File: src/design/ipp_pkg.sv
// ----------------------------------------------------------------------------
// ipp_pkg
// Types, codes and small decode functions of the IPP message byte parser.
// ----------------------------------------------------------------------------
`timescale 1ns / 1ps

package ipp_pkg;

  // Parse phases; codes above the trailing phase act as trailing data
  typedef enum logic [3:0] {
    PH_VERSION = 4'd0,
    PH_OPSTAT  = 4'd1,
    PH_REQID   = 4'd2,
    PH_TAG     = 4'd3,
    PH_NLEN    = 4'd4,
    PH_NAME    = 4'd5,
    PH_VLEN    = 4'd6,
    PH_VALUE   = 4'd7,
    PH_TRAIL   = 4'd8
  } phase_t;

  // Role given to each byte
  typedef enum logic [3:0] {
    ROLE_VERSION = 4'd0,
    ROLE_OPSTAT  = 4'd1,
    ROLE_REQID   = 4'd2,
    ROLE_GROUP   = 4'd3,
    ROLE_END     = 4'd4,
    ROLE_VTAG    = 4'd5,
    ROLE_NLEN    = 4'd6,
    ROLE_NAME    = 4'd7,
    ROLE_VLEN    = 4'd8,
    ROLE_VALUE   = 4'd9,
    ROLE_TRAIL   = 4'd10
  } role_t;

  // Response status classes
  localparam logic [2:0] CLS_OK       = 3'd0;
  localparam logic [2:0] CLS_INFO     = 3'd1;
  localparam logic [2:0] CLS_REDIRECT = 3'd2;
  localparam logic [2:0] CLS_CLIENT   = 3'd3;
  localparam logic [2:0] CLS_SERVER   = 3'd4;
  localparam logic [2:0] CLS_UNKNOWN  = 3'd5;

  // Tag types
  localparam logic [2:0] TT_DELIM   = 3'd0;
  localparam logic [2:0] TT_INTEGER = 3'd1;
  localparam logic [2:0] TT_OCTET   = 3'd2;
  localparam logic [2:0] TT_CHAR    = 3'd3;
  localparam logic [2:0] TT_OTHER   = 3'd4;

  // Tag bytes and their high nibbles
  localparam logic [7:0] TAG_END       = 8'h03;
  localparam logic [3:0] NIB_DELIM     = 4'h0;
  localparam logic [3:0] NIB_INTEGER   = 4'h2;
  localparam logic [3:0] NIB_OCTET     = 4'h3;
  localparam logic [3:0] NIB_CHAR      = 4'h4;

  // Status code high bytes
  localparam logic [7:0] CODE_OK       = 8'h00;
  localparam logic [7:0] CODE_INFO     = 8'h01;
  localparam logic [7:0] CODE_REDIRECT = 8'h02;
  localparam logic [7:0] CODE_CLIENT   = 8'h04;
  localparam logic [7:0] CODE_SERVER   = 8'h05;

  // Fixed field sizes in bytes
  localparam logic [15:0] SIZE_SHORT = 16'd2;
  localparam logic [15:0] SIZE_LONG  = 16'd4;

  localparam int unsigned IN_DATA_W  = 8;
  localparam int unsigned IN_USER_W  = 2;
  localparam int unsigned OUT_DATA_W = 48;

  typedef struct packed {
    logic [7:0] data_byte;
    logic       first_byte;
    logic       last_byte;
    logic       request_flag;
  } item_t;

  typedef struct packed {
    phase_t      phase;
    logic [15:0] bytes_left;
    logic [15:0] value_length_held;
    logic [31:0] accumulator;
    logic [7:0]  current_tag;
    logic        request_mode;
  } state_t;

  // Packed in the order of the output tdata, lowest field last
  typedef struct packed {
    logic [1:0]  pad;
    logic        truncated;
    logic        bad_integer_length;
    logic        additional_value;
    logic [2:0]  tag_kind;
    logic [2:0]  status_class;
    logic [31:0] field_value;
    logic        field_done;
    role_t       byte_role;
  } result_t;

  function automatic logic [2:0] class_of(input logic [7:0] code_hi);
    logic [2:0] cls;
    unique case (code_hi)
      CODE_OK:       cls = CLS_OK;
      CODE_INFO:     cls = CLS_INFO;
      CODE_REDIRECT: cls = CLS_REDIRECT;
      CODE_CLIENT:   cls = CLS_CLIENT;
      CODE_SERVER:   cls = CLS_SERVER;
      default:       cls = CLS_UNKNOWN;
    endcase
    return cls;
  endfunction

  function automatic logic [2:0] type_of(input logic [7:0] tag);
    logic [2:0] tt;
    unique case (tag[7:4])
      NIB_DELIM:   tt = TT_DELIM;
      NIB_INTEGER: tt = TT_INTEGER;
      NIB_OCTET:   tt = TT_OCTET;
      NIB_CHAR:    tt = TT_CHAR;
      default:     tt = TT_OTHER;
    endcase
    return tt;
  endfunction

endpackage

File: src/design/ipp_in_stage.sv
// ----------------------------------------------------------------------------
// ipp_in_stage
// Input register: holds one accepted item until the parse step takes it.
// ----------------------------------------------------------------------------
`timescale 1ns / 1ps

module ipp_in_stage (
  input  logic           clk,
  input  logic           rst,
  input  logic           take,
  input  ipp_pkg::item_t item_in,
  input  logic           advance,
  output logic           ready,
  output logic           held_valid,
  output ipp_pkg::item_t held_item
);
  import ipp_pkg::*;

  // Free when empty or when the held item moves on this cycle
  assign ready = !held_valid || advance;

  always_ff @(posedge clk) begin
    if (rst) begin
      held_valid <= 1'b0;
    end else if (take) begin
      held_valid <= 1'b1;
    end else if (advance) begin
      held_valid <= 1'b0;
    end
  end

  always_ff @(posedge clk) begin
    if (take) begin
      held_item <= item_in;
    end
  end

endmodule

File: src/design/ipp_step.sv
// ----------------------------------------------------------------------------
// ipp_step
// Parse step: next parser state and the result for one message byte.
// ----------------------------------------------------------------------------
`timescale 1ns / 1ps

module ipp_step (
  input  ipp_pkg::item_t   item,
  input  ipp_pkg::state_t  cur,
  output ipp_pkg::state_t  nxt,
  output ipp_pkg::result_t res
);
  import ipp_pkg::*;

  state_t      s;
  logic [7:0]  b;
  logic [31:0] fix_acc;
  logic [15:0] fix_cnt;
  logic [31:0] shift_acc;
  logic [15:0] dec_cnt;
  role_t       role;
  logic        done;
  logic [31:0] val;
  logic [2:0]  sc;
  logic        av;
  logic        bad;
  logic        is_int;

  always_comb begin
    // Restart on the first byte of a message
    s = cur;
    if (item.first_byte) begin
      s.phase             = PH_VERSION;
      s.bytes_left        = '0;
      s.value_length_held = '0;
      s.accumulator       = '0;
      s.current_tag       = '0;
      s.request_mode      = item.request_flag;
    end

    b         = item.data_byte;
    fix_acc   = (s.bytes_left == 16'd0) ? {24'd0, b} : {s.accumulator[23:0], b};
    fix_cnt   = s.bytes_left + 16'd1;
    shift_acc = {s.accumulator[23:0], b};
    dec_cnt   = s.bytes_left - 16'd1;
    is_int    = (s.current_tag[7:4] == NIB_INTEGER);

    nxt  = s;
    role = ROLE_TRAIL;
    done = 1'b0;
    val  = '0;
    sc   = CLS_OK;
    av   = 1'b0;
    bad  = 1'b0;

    unique case (s.phase)
      PH_VERSION: begin
        role            = ROLE_VERSION;
        nxt.accumulator = fix_acc;
        if (fix_cnt >= SIZE_SHORT) begin
          nxt.bytes_left = '0;
          done           = 1'b1;
          val            = fix_acc;
          nxt.phase      = PH_OPSTAT;
        end else begin
          nxt.bytes_left = fix_cnt;
        end
      end
      PH_OPSTAT: begin
        role            = ROLE_OPSTAT;
        nxt.accumulator = fix_acc;
        if (fix_cnt >= SIZE_SHORT) begin
          nxt.bytes_left = '0;
          done           = 1'b1;
          val            = fix_acc;
          if (!s.request_mode) begin
            sc = (fix_acc[31:16] == 16'd0) ? class_of(fix_acc[15:8]) : CLS_UNKNOWN;
          end
          nxt.phase = PH_REQID;
        end else begin
          nxt.bytes_left = fix_cnt;
        end
      end
      PH_REQID: begin
        role            = ROLE_REQID;
        nxt.accumulator = fix_acc;
        if (fix_cnt >= SIZE_LONG) begin
          nxt.bytes_left = '0;
          done           = 1'b1;
          val            = fix_acc;
          nxt.phase      = PH_TAG;
        end else begin
          nxt.bytes_left = fix_cnt;
        end
      end
      PH_TAG: begin
        nxt.current_tag = b;
        if (b[7:4] == NIB_DELIM) begin
          if (b == TAG_END) begin
            role      = ROLE_END;
            nxt.phase = PH_TRAIL;
          end else begin
            role = ROLE_GROUP;
          end
        end else begin
          role           = ROLE_VTAG;
          nxt.bytes_left = '0;
          nxt.phase      = PH_NLEN;
        end
      end
      PH_NLEN: begin
        role            = ROLE_NLEN;
        nxt.accumulator = fix_acc;
        if (fix_cnt >= SIZE_SHORT) begin
          nxt.bytes_left = '0;
          done           = 1'b1;
          val            = fix_acc;
          if (fix_acc == 32'd0) begin
            av        = 1'b1;
            nxt.phase = PH_VLEN;
          end else begin
            nxt.bytes_left = fix_acc[15:0];
            nxt.phase      = PH_NAME;
          end
        end else begin
          nxt.bytes_left = fix_cnt;
        end
      end
      PH_NAME: begin
        role = ROLE_NAME;
        if (s.bytes_left <= 16'd1) begin
          nxt.bytes_left = '0;
          nxt.phase      = PH_VLEN;
        end else begin
          nxt.bytes_left = dec_cnt;
        end
      end
      PH_VLEN: begin
        role            = ROLE_VLEN;
        nxt.accumulator = fix_acc;
        if (fix_cnt >= SIZE_SHORT) begin
          nxt.bytes_left        = '0;
          done                  = 1'b1;
          val                   = fix_acc;
          nxt.value_length_held = fix_acc[15:0];
          bad                   = is_int && (fix_acc[15:0] != SIZE_LONG);
          if (fix_acc[15:0] == 16'd0) begin
            nxt.phase = PH_TAG;
          end else begin
            nxt.bytes_left  = fix_acc[15:0];
            nxt.accumulator = '0;
            nxt.phase       = PH_VALUE;
          end
        end else begin
          nxt.bytes_left = fix_cnt;
        end
      end
      PH_VALUE: begin
        role            = ROLE_VALUE;
        nxt.accumulator = shift_acc;
        if (s.bytes_left <= 16'd1) begin
          nxt.bytes_left = '0;
          if (is_int && (s.value_length_held == SIZE_LONG)) begin
            done = 1'b1;
            val  = shift_acc;
          end
          nxt.phase = PH_TAG;
        end else begin
          nxt.bytes_left = dec_cnt;
        end
      end
      default: begin
        role = ROLE_TRAIL;
      end
    endcase

    res.pad                = '0;
    res.byte_role          = role;
    res.field_done         = done;
    res.field_value        = val;
    res.status_class       = sc;
    res.tag_kind           = type_of(nxt.current_tag);
    res.additional_value   = av;
    res.bad_integer_length = bad;
    res.truncated          = item.last_byte && (nxt.phase != PH_TAG)
                             && (nxt.phase < PH_TRAIL);
  end

endmodule

File: src/design/ipp_message_byte_parser.sv
// Path: an accepted input item waits in the input register, and the parse
// step moves it into the result register once that register is free or drains.
// Throughput: one item per cycle while results are taken; the input register
// refills as the parse step moves its item into the result register. A held
// result holds the parse step, the input register then fills and s_tready drops.
// Reset (rst, synchronous, active high): parser to the version phase as a response.
// ----------------------------------------------------------------------------
// ipp_message_byte_parser
// Classifies each byte of an IPP message and reports completed header and
// attribute fields, status class, tag type and error flags.
// ----------------------------------------------------------------------------
`timescale 1ns / 1ps

module ipp_message_byte_parser (
  input  logic                              clk,
  input  logic                              rst,
  // Input stream
  input  logic                              s_tvalid,
  output logic                              s_tready,
  input  logic [ipp_pkg::IN_DATA_W-1:0]     s_tdata,   // [7:0] data_byte
  input  logic                              s_tlast,   // last_byte
  input  logic [ipp_pkg::IN_USER_W-1:0]     s_tuser,   // [0] first_byte, [1] request_flag
  // Result stream
  output logic                              m_tvalid,
  input  logic                              m_tready,
  // [3:0] byte_role, [4] field_done, [36:5] field_value, [39:37] status_class,
  // [42:40] tag_kind, [43] additional_value, [44] bad_integer_length,
  // [45] truncated, [47:46] zero
  output logic [ipp_pkg::OUT_DATA_W-1:0]    m_tdata
);
  import ipp_pkg::*;

  item_t   item_in;
  item_t   held_item;
  logic    held_valid;
  logic    take;
  logic    advance;
  state_t  st;
  state_t  st_next;
  result_t step_res;
  result_t res;

  // Gather the input item from the bus fields
  assign item_in.data_byte    = s_tdata[7:0];
  assign item_in.first_byte   = s_tuser[0];
  assign item_in.request_flag = s_tuser[1];
  assign item_in.last_byte    = s_tlast;

  assign take = s_tvalid && s_tready;

  // Advance the held item whenever the result register is free or drains now
  assign advance = held_valid && (!m_tvalid || m_tready);

  ipp_in_stage u_in_stage (
    .clk        (clk),
    .rst        (rst),
    .take       (take),
    .item_in    (item_in),
    .advance    (advance),
    .ready      (s_tready),
    .held_valid (held_valid),
    .held_item  (held_item)
  );

  ipp_step u_step (
    .item (held_item),
    .cur  (st),
    .nxt  (st_next),
    .res  (step_res)
  );

  // Parser state: commit only when an item leaves the input register
  always_ff @(posedge clk) begin
    if (rst) begin
      st.phase             <= PH_VERSION;
      st.bytes_left        <= '0;
      st.value_length_held <= '0;
      st.accumulator       <= '0;
      st.current_tag       <= '0;
      st.request_mode      <= 1'b0;
    end else if (advance) begin
      st <= st_next;
    end
  end

  // Result register valid flag
  always_ff @(posedge clk) begin
    if (rst) begin
      m_tvalid <= 1'b0;
    end else if (advance) begin
      m_tvalid <= 1'b1;
    end else if (m_tready) begin
      m_tvalid <= 1'b0;
    end
  end

  // Result payload: hold while stalled
  always_ff @(posedge clk) begin
    if (advance) begin
      res <= step_res;
    end
  end

  assign m_tdata = res;

endmodule

File: config.mk
export PLATFORM = sky130hd
export DESIGN_NAME = ipp_message_byte_parser
export DESIGN_NICKNAME = d
export VERILOG_FILES = /design/src/design/ipp_pkg.sv /design/src/design/ipp_in_stage.sv /design/src/design/ipp_step.sv /design/src/design/ipp_message_byte_parser.sv
export SDC_FILE = /design/constraint.sdc
export NUM_CORES = 1
export LEC_CHECK = 0
export ABC_CLOCK_PERIOD_IN_PS = 4240
export BUFFER_PORTS_ARGS = -buffer_cell sky130_fd_sc_hd__buf_2
export CORE_ASPECT_RATIO = 0.8
export CORE_MARGIN = 2
export CORE_UTILIZATION = 60
export CTS_BUF_LIST = sky130_fd_sc_hd__clkbuf_8
export DETAILED_ROUTE_END_ITERATION = 10
export PLACE_DENSITY = 0.91
export RECOVER_POWER = 25
export REMOVE_ABC_BUFFERS = 1
export SLEW_MARGIN = 20
export SYNTH_ARGS = -nofsm -noshare
export SYNTH_HDL_FRONTEND = slang
export SYNTH_SLANG_ARGS = --single-unit
File: constraint.sdc
create_clock -name clk -period 4.24 [get_ports clk]
set_input_delay 0.636 -clock clk [delete_from_list [all_inputs] [get_ports clk]]
set_output_delay 0.636 -clock clk [all_outputs]
set_load 0.005 [all_outputs]
== Word-level counts from Yosys, hierarchy flattened ==
Index checks and enable logic that the tools add are counted.

* Logic and storage cells: 123
* Latch bits: 0
* Bits in writable memories: 0
* Memories: 0
* Bits in read-only memories: 0
* Bits in registers: 124

* Reduce and logical (&&, ||, !) cells: 26
* Equality and inequality tests: 19
* Div/mod/pow operators: 0
* Shift-type cells: 0
* Add/subtract/negate cells: 2
* Bitwise logic cells: 3
* $mul: 0
* Magnitude comparators: 4
* Multiplexer cells: 48

{| class="wikitable"
|+ Operators by type and width
! cell !! count
|-
| 32-bit two-way mux || 6
|-
| 20-bit one-hot mux with 8 select lines || 1
|-
| 16-bit two-way mux || 9
|-
| 32-bit one-hot mux with 3 select lines || 1
|-
| 77-bit two-way mux || 1
|-
| 24-bit one-hot mux with 3 select lines || 1
|-
| 16-bit logical NOT || 3
|-
| 48-bit two-way mux || 1
|-
| 4-bit two-way mux || 10
|-
| 32-bit logical NOT || 1
|-
| 4-bit one-hot mux with 8 select lines || 1
|-
| 4-bit by 2-bit == test with 1-bit output, second input constant || 5
|-
| 4-bit by 3-bit == test with 1-bit output, second input constant || 5
|-
| 16-bit by 1-bit adder with 16-bit output, second input constant || 1
|-
| 16-bit by 3-bit == test with 1-bit output, second input constant || 1
|-
| 8-bit by 2-bit == test with 1-bit output, second input constant || 2
|-
| 8-bit by 3-bit == test with 1-bit output, second input constant || 2
|-
| 16-bit by 2-bit greater-or-equal comparator with 1-bit output, second input constant || 1
|-
| 16-bit by 3-bit greater-or-equal comparator with 1-bit output, second input constant || 1
|-
| 16-bit by 1-bit less-or-equal comparator with 1-bit output, second input constant || 1
|-
| 16-bit by 3-bit inequality test with 1-bit output, second input constant || 1
|-
| 16-bit by 1-bit subtractor with 16-bit output, second input constant || 1
|-
| 3-bit one-hot mux with 5 select lines || 1
|-
| 4-bit logical NOT || 3
|-
| other kinds (19) || 42
|}

== Longest topological paths before layout ==
Gate-level depths: netlist of the first run.

* Word-level depth: 10
* Mapped depth: 18

== By module ==
Synthesis of the first run repeated with hierarchy kept, for this count alone.

* Cells, all modules: 901
* Area total of the unflattened synthesis: 8,259.2 um^2

{| class="wikitable"
|+ Modules (own cells, without submodules)
! module !! cells each !! instances !! area an instance (um^2)
|-
| ipp_message_byte_parser || 388 || 1 || 4,929.7
|-
| ipp_step || 498 || 1 || 2,952.8
|-
| ipp_in_stage || 15 || 1 || 376.6
|}

== Worst setup path after synthesis of the first run ==
No wires, ideal clock.

* Path type: reg-to-reg
* Start: register, netlist name u_in_stage.held_item[2]
* End: register st[31] (netlist bit)
* Arrival time: 3.707 ns
* Data required time: 4.174 ns
* Slack: 0.468 ns
* Cell stages (with the launch flop): 19
* Library setup time: 0.066 ns
* Cells stage by stage: edfxtp_1 > clkbuf_8 > inv_1 > clkbuf_1 > nand2_1 > inv_1 > ha_1 > clkbuf_1 > nand3b_1 > nor4_1 > mux2_2 > a21oi_1 > or4_1 > clkbuf_2 > a21o_1 > a211oi_4 > buf_6 > a22oi_1 > nor2_1

* Word-level cells in the longest chain between the ends: 7
* Elaborated cells between the ends (all ways): 16
* Those cells by class: 1 x add/sub; 1 x order compare; 5 x eq/ne; 5 x mux; 4 x reduce/logical

{| class="wikitable"
|+ Ends and longest elaborated chain
! what !! line !! source
|-
| 77-bit two-way mux (*) || ipp_step.sv:32 || <nowiki>if (item.first_byte) begin</nowiki>
|-
| branches (longest 5 deep; another with 16-bit by 1-bit adder with 16-bit output) || n/a ||
|-
| 24-bit one-hot mux with 3 select lines (*) || ipp_step.sv:56 || <nowiki>unique case (s.phase)</nowiki>
|-
| end signal, assigned || ipp_message_byte_parser.sv:82 || <nowiki>st <= st_next;</nowiki>
|-
| end, declared || ipp_message_byte_parser.sv:38 || <nowiki>state_t st;</nowiki>
|}

Every way passes the cells marked *. The select of a mux whose other input is x is not followed.
A chain may end at the register's enable or synchronous reset.

== Worst setup path in the final report of the first run ==
* Start: register, netlist name u_in_stage.held_item[2]
* End: register st[17] (netlist bit)

* Word-level cells in the longest chain between the ends: 7
* Elaborated cells between the ends (all ways): 16
* Those cells by class: 1 x add/sub; 1 x order compare; 5 x eq/ne; 5 x mux; 4 x reduce/logical

{| class="wikitable"
|+ Ends and longest elaborated chain
! what !! line
|-
| 77-bit two-way mux (*) || ipp_step.sv:32
|-
| branches (longest 5 deep; another with 16-bit by 1-bit adder with 16-bit output) || n/a
|-
| 24-bit one-hot mux with 3 select lines (*) || ipp_step.sv:56
|}

Marks and branches as above.

==> key figures, run 1 <==
Critical path
  • Crit Path Max Fanout: 16
  • Crit-path slowest cell: or4_1
  • Crit end category: flop
  • Worst EP arrival: 4.19 ns
  • Critical path required time: 4.62 ns
  • Startpoint type of the worst setup path: flop
  • Worst Path Class, Setup: flop to flop
  • Critical path, cell by cell: inv_1 -> nand2_1 -> inv_1 -> ha_1 -> nand3b_1 -> nor4_1 -> mux2_2 -> a21oi_1 -> or4_1 -> a21o_1 -> a211oi_4 -> a22oi_1 -> nor2_1
  • Most frequent CP cell: inv_1
  • CP peak stage delay: approximately 0.69 ns
  • CP bufs+invs: 2
  • Critical path's top delay family: simple AND/OR/NAND/NOR gates

Logic synthesis
  • Most frequent cell after synthesis: nor2_1
  • Cell accounting for the most synthesized area: edfxtp_1
  • Synthesized area: ~6300 um^2
  • Synth warnings: 0
  • Post-synth top cells: nor2_1, dfxtp_1, edfxtp_1
  • Post-Syn Instances: 668
  • Prevailing post-synth register cell: dfxtp_1
  • #FFs+latches synth: 124
  • Distinct cells, synth: 78
  • Sequential share of the synthesized area: 48.4%
  • Asr flop ratio synth: 0%
  • Syn Area/Cell: 9.45 um^2
  • Synth top area share: 27.1%
  • Post-synth EDFFs: 57
  • Top post-synthesis cells by area: edfxtp_1, dfxtp_1, nor2_1

Finish
  • Final Core Density: 67.8%
  • Antenna cells: 0
  • Layout cell share with drive strength beyond 1: 15.3%
  • Area grow syn2layout: 9.99%
  • Fin cells: 864
  • Fin nets: 729

Floorplan
  • Initial core utilization: 61.7%
  • Row cnt: 33
  • Die Span Y: 95.8 um
  • Ports: 65
  • Die area: 11400 um^2
  • CORE AREA: slightly above 10000 um^2
  • Chip Width: about 120 um

Clock tree
  • Post-CTS setup buffer count: 0
  • Clk buf depth: 2
  • CTS H-tree lvls: 4
  • Post-CTS Resized: 0
  • CTS tree: built
  • CTS Root Buffer Type: clkbuf_8
  • Clock transition at path regs: 0.08 ns
  • Sink Count: 124
  • Worst-skew pair later-pin latency: 0.45 ns
  • Post-CTS Hold Fix Bufs: 0
  • CTS buffer count: 17

Timing
  • Final Hold Vio Count: 0
  • Min cycle time layout: 3.81 ns
  • Worst Max-Slew Pin Slew: 0.807 ns
  • Headroom to the max-slew limit: between 40 and 50%
  • Max-slew violation count: 0
  • Fmax: 263 MHz
  • RSZ-0062 raised after global routing: false
  • Tcrit/Tclk final: 89.8%
  • Final setup skew: 0.0136 ns
  • # setup viols final: 0

Place
  • Hpwl dp: between 10000 and 15000 um
  • Routability Congestion: between 0.9 and 1
  • Port Buf Inserts: 62
  • Dpl cells: 832

Global routing
  • First-pass GRT wire length: 26200 um
  • Global route total overflow: 0
  • Initial antenna violation count: 0
  • Gr usage total: approximately 30%
  • Vias in the first global route: 5041
  • Largest net degree at the start of global routing: 51

Routing
  • Detailed Route Iter0 Violations: 955
  • Number of remaining DRC errors: 0
  • Vias per std cell: about 6.4
  • Wire per inst: slightly below 20 um
  • Routed vias: 5568
  • Antenna-violating nets left: 0
  • DRT Pass-1 Iters: 6
  • WL final: ~17000 um

Outcome
  • Outcome: finished, final reports clean

Power and ir drop
  • Pwr dens: 403 nW/um^2
  • Peak supply drop: just over 300 uV
  • Leakage: approximately 2.5 nW

Min path
  • Hold crit path type: input pin to flop

Flow run
  • Maxcap violations: 0
-- layer usage --
layer,track usage [%],share of wire (%)
met5,0,0
met4,13.2,2.8
met3,8.23,11
met2,44.9,45
met1,41.3,41
-- layout by cell type (no fill, tap or decap), types with 12 or more instances in the layout --
cell type	count
nor4_1	13
a21oi_1	39
a32oi_1	17
dfxtp_1	67
clkbuf_1	15
nor2_1	98
nand2_1	45
edfxtp_1	57
a211oi_1	15
nor3_1	25
inv_1	12
clkbuf_8	17
and2_1	29
o21ai_0	33
a22oi_1	21
buf_2	47
nor2b_1	22
-- logic make-up (layout without fill, tap and decap cells) --
logic type      Yosys count  count (layout)  synth area share [%]
xor+xnor                  9               9                  1.25
flops                   124             124                  48.4
other cells               1               2                0.0594
buf+inv                  63             118                  6.56
compound gates          176             176                  19.4
fa+ha+maj                 3               3                 0.595
mux                       3               3                 0.495
simple gates            289             289                  23.3
-- state kept, by name, summed over array words and instances (netlist names) --
register               flops
u_in_stage.held_valid      1
u_in_stage.held_item      11
st                        65
m_tdata                   46
m_tvalid                   1
-- cell type report --
type	count	area, um^2
Timing Repair Buffer	73	387
Clock inverter	15	186
Fill cell	797	3300
Clock buffer	17	234
Multi-Input combinational cell	482	2860
Inverter	13	48.8
Sequential cell	124	3050
Tap cell	140	175
-- where the power goes --
| group | switching, W | leakage, nW | internal (W) | total [W] |
|---|---|---|---|---|
| Sequential | 0.0000540 | 1.08 | 0.00130 | 0.00136 |
| Clock | 0.000521 | 0.207 | 0.000591 | 0.00111 |
| Combinational | 0.000213 | 1.23 | 0.000116 | 0.000330 |
| Total | 0.000789 | 2.52 | 0.00201 | 0.00280 |
-- final timing paths --
kind	startpoint	endpoint	slack, ns	depth (start not counted)
min reg2reg	st[0]	st[0]	0.49	2
max reg2reg	u_in_stage.held_item[2]	st[17]	0.43	13
min	s_tdata[2]	u_in_stage.held_item[5]	0.36	1
max	u_in_stage.held_item[2]	st[17]	0.43	13
-- per-stage QoR --
step | area (um^2) | power [W] | setup TNS [ns] | setup WS (ns) | hold slack (ns)
2_1_floorplan | 5950 | 0.00157 | -6.80 | -0.184 | 0.431
3_3_place_gp | 6520 | 0.00169 | 0 | 0.611 | 0.452
3_5_place_dp | 6540 | 0.00170 | 0 | 0.429 | 0.473
4_1_cts | 6960 | 0.00279 | 0 | 0.376 | 0.345
5_1_grt | 6940 | 0.00289 | 0 | 0.0219 | 0.340
6_report | 6940 | 0.00280 | 0 | 0.433 | 0.362
Power figures use the tool's default switching activity.
==> inputs of run 2 (changes only) <==
--- a/config.mk
+++ b/config.mk
@@ -7,12 +7,14 @@
 export LEC_CHECK = 0
 export ABC_CLOCK_PERIOD_IN_PS = 4240
 export BUFFER_PORTS_ARGS = -buffer_cell sky130_fd_sc_hd__buf_2
+export CELL_PAD_IN_SITES_DETAIL_PLACEMENT = 0
+export CELL_PAD_IN_SITES_GLOBAL_PLACEMENT = 2
 export CORE_ASPECT_RATIO = 0.8
 export CORE_MARGIN = 2
-export CORE_UTILIZATION = 60
+export CORE_UTILIZATION = 39
 export CTS_BUF_LIST = sky130_fd_sc_hd__clkbuf_8
 export DETAILED_ROUTE_END_ITERATION = 10
-export PLACE_DENSITY = 0.91
+export PLACE_DENSITY = 0.93
 export RECOVER_POWER = 25
 export REMOVE_ABC_BUFFERS = 1
 export SLEW_MARGIN = 20
==> key figures, run 2 (synthesis gave the netlist of run 1 again) <==
Routing
  • Vias per std cell: 5.85 (-9.2%)
  • Wire per inst: 19.3 um (-0.85%)
  • WL final: 18200 um (+8.2%)
  • Antenna-violating nets left: 0 (unchanged)
  • DRT Pass-1 Iters: 5 (-1)
  • Routed vias: 5515 (-0.95%)
  • Detailed Route Iter0 Violations: 717 (-25%)
  • Number of remaining DRC errors: 0 (unchanged)

Finish
  • Antenna cells: 0 (unchanged)
  • Area grow syn2layout: 11.8%
  • Max reg flops: 65 (unchanged)
  • FF+latch area: 3050 um^2 (unchanged)
  • Layout fillers: 1550 (+94%)
  • Most common cell after layout, fill and taps aside: nor2_1
  • Layout cell share with drive strength beyond 1: 15.1% (-0.22 points)
  • Fin cells: 943 (+9.1%)
  • Final Core Density: 44.7% (-23 points)
  • Design Area, Final: 7060 um^2 (+1.7%)
  • Multi-input gate area: 2860 um^2 (unchanged)
  • Reg with most FFs: st
  • Fin nets: 733 (+0.55%)
  • Most frequent cells in the layout: nor2_1, dfxtp_1, edfxtp_1, nand2_1, buf_2

Timing
  • Final Hold Vio Count: 0 (unchanged)
  • Min cycle time layout: 3.93 ns (+0.126 ns)
  • Tcrit/Tclk final: 92.8% (+3.0 points)
  • Fmax: 254 MHz (-3.2%)
  • Max-slew violation count: 43 (+43)
  • Worst Max-Slew Pin Slew: 2.18 ns (+1.37 ns)
  • RSZ-0062 raised after global routing: false
  • Final setup skew: 0.0180 ns (+0.00446 ns)
  • Headroom to the max-slew limit: -45.5% (-91 points)
  • # setup viols final: 0 (unchanged)

Critical path
  • CP peak stage delay: 0.71 ns (+0.02 ns)
  • WP depth: 13 (unchanged)
  • Crit end category: flop
  • Crit-path slowest cell: or4_1
  • Critical path's top delay family: simple AND/OR/NAND/NOR gates
  • Worst EP arrival: 4.30 ns (+0.11 ns)
  • Critical path, cell by cell: inv_1 -> nand2_1 -> inv_1 -> ha_1 -> nand3b_1 -> nor4_1 -> mux2_2 -> a21oi_1 -> or4_1 -> a21o_1 -> a211oi_4 -> a22oi_1 -> nor2_1
  • Critical path required time: 4.61 ns (about the same)
  • Crit Path Max Fanout: 16 (unchanged)
  • Most frequent CP cell: inv_1
  • Worst Path Class, Setup: flop to flop
  • Worst reg2reg path depth: 13 (unchanged)
  • Startpoint type of the worst setup path: flop
  • CP Launch Point: u_in_stage.held_item[2]
  • R2r startpoint: u_in_stage.held_item[2]
  • CP bufs+invs: 2 (unchanged)

Floorplan
  • Row cnt: 41 (+24%)
  • Initial core utilization: 40.0% (-22 points)
  • CORE AREA: 15800 um^2 (+54%)
  • Die area: 17200 um^2 (+52%)
  • Chip Width: 146 um (+23%)
  • Die Span Y: 118 um (+23%)
  • Ports: 65 (unchanged)

Power and ir drop
  • Leakage: 2.54 nW (+0.70%)
  • Peak supply drop: 200 uV (-36%)
  • Pwr dens: 404 nW/um^2 (+0.38%)

Clock tree
  • CTS buffer count: 17 (unchanged)
  • Post-CTS Resized: 0 (unchanged)
  • Sink Count: 124 (unchanged)
  • Clock transition at path regs: 0.09 ns (about the same)
  • Post-CTS setup buffer count: 0 (unchanged)
  • Worst-skew pair later-pin latency: 0.45 ns (about the same)
  • Post-CTS Hold Fix Bufs: 0 (unchanged)
  • Clk buf depth: 2 (unchanged)
  • CTS tree: built
  • CTS Root Buffer Type: clkbuf_8
  • CTS H-tree lvls: 4 (unchanged)

Place
  • Port Buf Inserts: 62 (unchanged)
  • Post-DP Area: 6650 um^2 (+1.7%)
  • Hpwl dp: 12500 um (+9.1%)
  • Dpl cells: 911 (+9.5%)
  • Routability Congestion: 0.912 (-5.2%)

Global routing
  • Most Used Layer, Global Route: met1
  • First-pass GRT wire length: 28500 um (+8.7%)
  • Initial antenna violation count: 0 (unchanged)
  • Vias in the first global route: 5051 (+0.20%)
  • Largest net degree at the start of global routing: 51 (unchanged)
  • M1 GR Usage: 31.9% (-9.4 points)
  • Grt met3 use: 4.30% (-3.9 points)
  • Gr usage total: 21.2% (-8.9 points)
  • Global route total overflow: 0 (unchanged)
  • M2 GR Usage: 30.7% (-14 points)

Min path
  • Hold crit path type: input pin to flop
  • Hold wc startpoint: s_tdata[2]
  • Worst Hold Path Cells: 1 (unchanged)

Flow run
  • Maxcap violations: 1 (+1)

Outcome
  • Outcome: finished with violations
  • Failing checks: capacitance limit, slew limit
## run 2: changes by cell type in the layout (fill, tap and decap cells not counted)
cell        delta
clkinv_2       -1
clkbuf_1       +5
inv_8          +3
buf_12         -1
buf_2          -4
clkinvlp_4     -2
buf_4          +4
clkinv_4       -2
inv_6          +2
## run 2: area by class of cell
cell class	count	area share, %
Clock inverter	15	2.84
Tap cell	215	3.81
Clock buffer	17	3.31
Multi-Input combinational cell	482	40.5
Inverter	13	0.691
Sequential cell	124	43.2
Timing Repair Buffer	77	5.60
## run 2: report_power, final
group | leakage [nW] | internal, W | switching, W
Clock | 0.222 | 0.000607 | 0.000556
Combinational | 1.23 | 0.000116 | 0.000225
Sequential | 1.08 | 0.00130 | 0.0000501
## run 2: path summary, 6_finish.rpt
kind	slack, ns	end
max	0.31	st[22]
min	0.35	u_in_stage.held_item[5]
max reg2reg	0.31	st[22]
min reg2reg	0.47	st[0]
## run 2: metal layers
layer	share of wire, %	wire length (um)
met3	7.4	1350
met4	1.6	291
met5	0	0
met2	44	7930
met1	47	8640
## run 2: worst reg2reg max path, stage by stage, from the launching register on
cell and delay (ns):
edfxtp_1 0.40, inv_1 0.11, nand2_1 0.13, inv_1 0.13, ha_1 0.39, nand3b_1 0.12
nor4_1 0.25, mux2_2 0.22, a21oi_1 0.10, or4_1 0.71, a21o_1 0.26, a211oi_4 0.69
a22oi_1 0.21, nor2_1 0.13
## run 2: through the flow
| step | setup TNS [ns] | setup WS (ns) | hold WS [ns] | total power [W] |
|---|---|---|---|---|
| finish | 0 | 0.307 | 0.353 | 0.00286 |
| global route | 0 | 0.0834 | 0.338 | 0.00296 |
| CTS | 0 | 0.321 | 0.331 | 0.00287 |
| detailed placement | 0 | 0.359 | 0.461 | 0.00171 |
| global placement | 0 | 0.585 | 0.460 | 0.00171 |
| floorplan | -6.80 | -0.184 | 0.431 | 0.00157 |
